--- src/rtl/core/gcd_pkg.sv ---
// ----------------------------------------------------------------------------
// gcd_pkg
// Shared widths, constants and elaboration-time tables for the great-circle
// distance pipeline: CORDIC arctangent table, CORDIC gain and output limits.
// ----------------------------------------------------------------------------
package gcd_pkg;

  // Width of the CORDIC datapath (signed Q2.30 with guard bits).
  localparam int CW = 34;

  // Default number of CORDIC micro-rotations.
  localparam int CORDIC_STEPS_DEF = 32;

  // Square root pipeline: one result bit per stage for a 61-bit radicand.
  localparam int SQRT_STEPS = 31;
  localparam int SQRT_W     = 62;

  // Byte address of the sphere radius register.
  localparam logic [2:0] ADDR_RADIUS = 3'd0;

  // Degree to radian scale factors in Q60 divided by the input unit.
  localparam logic [63:0] PI_Q60     = 64'h3243F6A8885A308D;
  localparam logic [63:0] HALF_SCALE = PI_Q60 / 64'd3600000000;
  localparam logic [63:0] LAT_SCALE  = PI_Q60 / 64'd1800000000;

  // Angle limits in units of 1e-7 degree.
  localparam logic signed [33:0] LAT_LIMIT = 34'sd900000000;
  localparam logic signed [33:0] TURN      = 34'sd3600000000;
  localparam logic signed [33:0] HALF_TURN = 34'sd1800000000;

  // One in Q30.
  localparam logic [30:0] ONE_Q30 = 31'h4000_0000;

  // Output limit and radius reset value.
  localparam logic [32:0] DIST_MAX     = 33'd5270000000;
  localparam logic [23:0] RADIUS_RESET = 24'd6371000;

  // Arctangent of 2^-i in Q2.30, rounded.
  function automatic logic signed [CW-1:0] atan_q30(input int i);
    logic signed [CW-1:0] v;
    case (i)
      0:  v = 34'sd843314857;
      1:  v = 34'sd497837829;
      2:  v = 34'sd263043837;
      3:  v = 34'sd133525159;
      4:  v = 34'sd67021687;
      5:  v = 34'sd33543516;
      6:  v = 34'sd16775851;
      7:  v = 34'sd8388437;
      8:  v = 34'sd4194283;
      9:  v = 34'sd2097149;
      10: v = 34'sd1048576;
      11: v = 34'sd524288;
      12: v = 34'sd262144;
      13: v = 34'sd131072;
      14: v = 34'sd65536;
      15: v = 34'sd32768;
      16: v = 34'sd16384;
      17: v = 34'sd8192;
      18: v = 34'sd4096;
      19: v = 34'sd2048;
      20: v = 34'sd1024;
      21: v = 34'sd512;
      22: v = 34'sd256;
      23: v = 34'sd128;
      24: v = 34'sd64;
      25: v = 34'sd32;
      26: v = 34'sd16;
      27: v = 34'sd8;
      28: v = 34'sd4;
      29: v = 34'sd2;
      30: v = 34'sd1;
      31: v = 34'sd1;
      default: v = '0;
    endcase
    return v;
  endfunction

  // Gain correction: round(2^60 / g), where g is the x result of rotating
  // (2^30, 0) by a zero angle. Evaluated at elaboration with a bit-serial
  // long division.
  function automatic logic [63:0] cordic_gain_k(input int steps);
    logic signed [63:0] x;
    logic signed [63:0] y;
    logic signed [63:0] z;
    logic signed [63:0] dx;
    logic signed [63:0] dy;
    logic [63:0] g;
    logic [63:0] num;
    logic [63:0] q;
    logic [64:0] rem;
    x = 64'sd1 <<< 30;
    y = '0;
    z = '0;
    for (int i = 0; i < steps; i++) begin
      dx = y >>> i;
      dy = x >>> i;
      if (z >= 0) begin
        x = x - dx;
        y = y + dy;
        z = z - 64'(atan_q30(i));
      end else begin
        x = x + dx;
        y = y - dy;
        z = z + 64'(atan_q30(i));
      end
    end
    g = (x <= 0) ? 64'd1 : 64'(x);
    num = (64'd1 << 60) + (g >> 1);
    q = '0;
    rem = '0;
    for (int b = 63; b >= 0; b--) begin
      rem = {rem[63:0], num[b]};
      if (rem >= {1'b0, g}) begin
        rem = rem - {1'b0, g};
        q[b] = 1'b1;
      end
    end
    return q;
  endfunction

endpackage

--- src/rtl/core/gcd_isqrt.sv ---
// ----------------------------------------------------------------------------
// gcd_isqrt
// Pipelined integer square root of a 61-bit radicand, one result bit per
// register stage (digit-by-digit method).
// ----------------------------------------------------------------------------
module gcd_isqrt (
  input  logic        clk,
  input  logic        en,
  input  logic [60:0] rad_in,
  output logic [30:0] root_out
);

  localparam int SW = gcd_pkg::SQRT_W;
  localparam int NS = gcd_pkg::SQRT_STEPS;

  logic [SW-1:0] v_r   [NS];
  logic [SW-1:0] res_r [NS];

  for (genvar k = 0; k < NS; k++) begin : g_step
    localparam logic [SW-1:0] BIT = SW'(1) << (2 * (NS - 1 - k));
    logic [SW-1:0] vp;
    logic [SW-1:0] rp;
    logic [SW-1:0] sum;

    if (k == 0) begin : g_first
      assign vp = SW'(rad_in);
      assign rp = '0;
    end else begin : g_next
      assign vp = v_r[k-1];
      assign rp = res_r[k-1];
    end

    assign sum = rp + BIT;

    // Trial subtraction for one result bit.
    always_ff @(posedge clk) begin
      if (en) begin
        if (vp >= sum) begin
          v_r[k]   <= vp - sum;
          res_r[k] <= (rp >> 1) + BIT;
        end else begin
          v_r[k]   <= vp;
          res_r[k] <= rp >> 1;
        end
      end
    end
  end

  assign root_out = res_r[NS-1][30:0];

endmodule

--- config.mk ---
export PLATFORM = sky130hd
export DESIGN_NAME = gcd_isqrt
export DESIGN_NICKNAME = d
export VERILOG_FILES = /design/src/rtl/core/gcd_pkg.sv /design/src/rtl/core/gcd_isqrt.sv
export SDC_FILE = /design/constraint.sdc
export NUM_CORES = 2
export LEC_CHECK = 0
export BUFFER_PORTS_ARGS = -buffer_cell sky130_fd_sc_hd__clkbuf_2
export CORE_ASPECT_RATIO = 2
export CORE_MARGIN = 5
export CORE_UTILIZATION = 55
export DETAILED_ROUTE_END_ITERATION = 7
export PLACE_DENSITY = 0.71
export SYNTH_ARGS = -nofsm -noshare
export SYNTH_HDL_FRONTEND = slang
export SYNTH_SLANG_ARGS = --single-unit
--- constraint.sdc ---
create_clock -name clk -period 5.4 [get_ports clk]
set_input_delay 0 -clock clk [delete_from_list [all_inputs] [get_ports clk]]
set_output_delay 0 -clock clk [all_outputs]
set_load 0.05 [all_outputs]
==> impl_results.md <==
* Fmax at 192 MHz
* Worst path bufs/invs at 0
* Final wirelength at 365000 um
* Final non-filler cell total at 12.6k
* Via count at 77.8k
* Hpwl dp at 281000 um
* Initial detailed-routing violation count at 4948
* Pre-Repair DR Iteration Count at 8
* Avg Inst Size Synth at 12.3 um^2
* Ys Warns at 0
* Place WS at 0.392 ns
* Final hold viol count at 0
* Max IR drop VDD at 0.387 mV
* Initial antenna violation count at 11
* Hold WC Path Type: in2reg
* Most frequent cells in the layout: edfxtp_1 (2356), nand2_1 (695), inv_1 (628)
* Top Ports at 94
* DRC viols at 3
* Clk network pwr share at 0.290
* Via-per-instance ratio at 6.18
* Crit Path Category: reg2reg
* Largest net degree at the start of global routing at 183
* CP arrival at 5.81 ns
* Post-synthesis cell type count at 95
* Maxcap violations at 1
* Crit path largest cell delay at 0.88 ns
* Static Leak at 47.3 nW
* Setup Viol. Count Final at 0
* Die ar. at 0.218 mm^2
* Sequential share of the synthesized area at 0.618
* Delay-heaviest family, CP: simple AND/OR/NAND/NOR gates
* Outcome: complete, but fails checks
* Crit path top cell by count: nand4_1
* Sw Pwr at 16.8 mW
* Commonest non-fill, non-tap cell in the layout: edfxtp_1
* CTS Sinks at 2356
* CTS buffer count at 207
* Crit path time final at 5.21 ns
* Final Wtd Congestion at 1.07
* Nets at 10.3k
* Slew Limit Fails at 5
* CTS H-tree lvls at 4
* Die width at 333 um
* Clock Path Buffers at 4
* Clock latency on the worst-skew pair at 0.91 ns
* Violated checks: DRC, capacitance limit, slew limit
* Part of the power in registers at 0.474
* Number of port buffers at 93
* Filler Cells Inserted at 15.7k
* Ys flop type: edfxtp_1
* Worst-margin pin slew at 1.52 ns
* Num rows at 237
* RSZ-0062 raised after global routing: false
* Share of cells above drive strength 1 at 0.0792
* WHS at 0.260 ns
* Combinational share of power at 0.236
* Area Overhead vs Synth at 11.2%
* Synthesis-stage register bit count at 2356
* GR Overflow Total at 0
* TritonCTS clock tree: built
* Max Fanout on Critical Path at 8
* Slew headroom at -0.0260
* Worst Setup End Kind: register
* Setup TNS at 0 ns
* Cells after DPL at 12.1k
* Element type at the critical path start: register
* First-pass GRT wire length at 518000 um
* Setup Skew at 0.0698 ns
* Wire per inst at 28.9 um
* Die height at 655 um
* Crit path max-delay cell type: o311ai_1
* Crit path cell chain: ha_1 -> nand4_1 -> nor3_2 -> nand4_1 -> o311ai_1 -> a311oi_4 -> or4b_1 -> or2_1 -> nor4_2 -> xor2_1
* Switching part of the total power at 0.317
* Number of global-route vias before repair at 82.8k
* Power Density at 415 mW/mm^2
* Post-Syn Area at 0.114 mm^2
* Setup ws final at 0.189 ns
* Area of the core at 0.208 mm^2
* Syn Inst Count at 9293
* Int Power at 36.1 mW
* Critical Path RT at 6.00 ns
* Final period utilization at 0.965
* Mapped Nets at 9879
* Initial Util at 0.551
* Clock slew at reported path FFs at 0.07 ns
* Final ANT Viol Nets at 0
* Ys async rst share at 0
* Post-synth EDFFs at 2356
* Root Driver: clkbuf_16
* All-Layer GR Usage at 0.329
cells in the mapped netlist (all sizes together), types with 89 or more instances:
library cell,count,area share
nand4,153,0.0084
edfxtp,2356,0.62
nand2b,122,0.0067
or3,104,0.0058
nor2,597,0.020
inv,630,0.021
or4,89,0.0058
o21a,93,0.0061
nor4,341,0.019
nand3,162,0.0071
nand2,695,0.023
a21oi,526,0.023
xor2,402,0.031
xnor2,428,0.033
clkbuf,192,0.0063
nor3,267,0.012
o21ai,505,0.022
ha,523,0.057
a21o,181,0.012
registers in the layout, indices dropped and copies added (netlist names):
| name | flops |
|---|---|
| res_r | 496 |
| v_r | 1860 |
metal layers:
| layer | up-vias | GRT usage | wire (um) |
|---|---|---|---|
| met5 | - | 0 | 30 |
| met4 | 4 | 0.389 | 54800 |
| met1 | 37900 | 0.211 | 85800 |
| met2 | 2849 | 0.676 | 211000 |
| met3 | 1639 | 0.0450 | 13600 |
| li1 | 35500 | - | - |
cell families after synthesis:
| family | Yosys count | synth area share |
|---|---|---|
| flip-flops | 2356 | 0.618 |
| AO/OA/AOI/OAI | 1708 | 0.0912 |
| adder cells (fa/ha/maj) | 523 | 0.0572 |
| XOR/XNOR | 830 | 0.0635 |
| multiplexers | 73 | 0.00706 |
| buffers and inverters | 845 | 0.0280 |
| AND/OR/NAND/NOR | 2958 | 0.135 |
power groups by stage:
stage	combinational [mW]	clock, mW	sequential, mW
after detailed placement	12.2	0	25.3
after global placement	12.0	0	25.3
after floorplan	8.22	0	24.6
after global routing	13.4	16.2	25.2
final	12.5	15.3	25.1
after CTS	12.3	15.4	25.0
final cells by class:
class	instances	area, um^2	share of cell area
sequential	2356	70700	0.556
multi-input combinational	6092	40800	0.321
clock buffer	227	5320	0.0418
tap	2748	3440	0.0270
timing repair buffer	377	3050	0.0240
inverter	630	2360	0.0186
clock inverter	146	1530	0.0120
antenna	26	65.1	0.000511
metrics by stage:
stage               area [um^2]  power, mW   util
CTS                      127000       52.7  0.612
detailed placement       119000       37.5  0.573
global placement         119000       37.2  0.573
finish                   127000       52.9  0.613
global route             127000       54.8  0.612
floorplan                114000       32.8      -
repair_timing:
item                                   4_1_cts  5_1_grt
setup endpoints to repair                    0       16
endpoints found under the hold margin      143        0
buffers inserted                             0        0
hold buffers                               123        0
gates resized for setup                      0        1
path summary, 6_finish.rpt:
kind / startpoint / end / slack [ns] / cells after the start
worst max-delay path: v_r[1][649] / v_r[1][743] / 0.19 / 10
worst min register to register: res_r[0][843] / res_r[0][904] / 0.43 / 0
worst max register to register: v_r[1][649] / v_r[1][743] / 0.19 / 10
worst min-delay path: en / res_r[1][837] / 0.26 / 2
No activity file was read; power rests on OpenSTA's default activity.
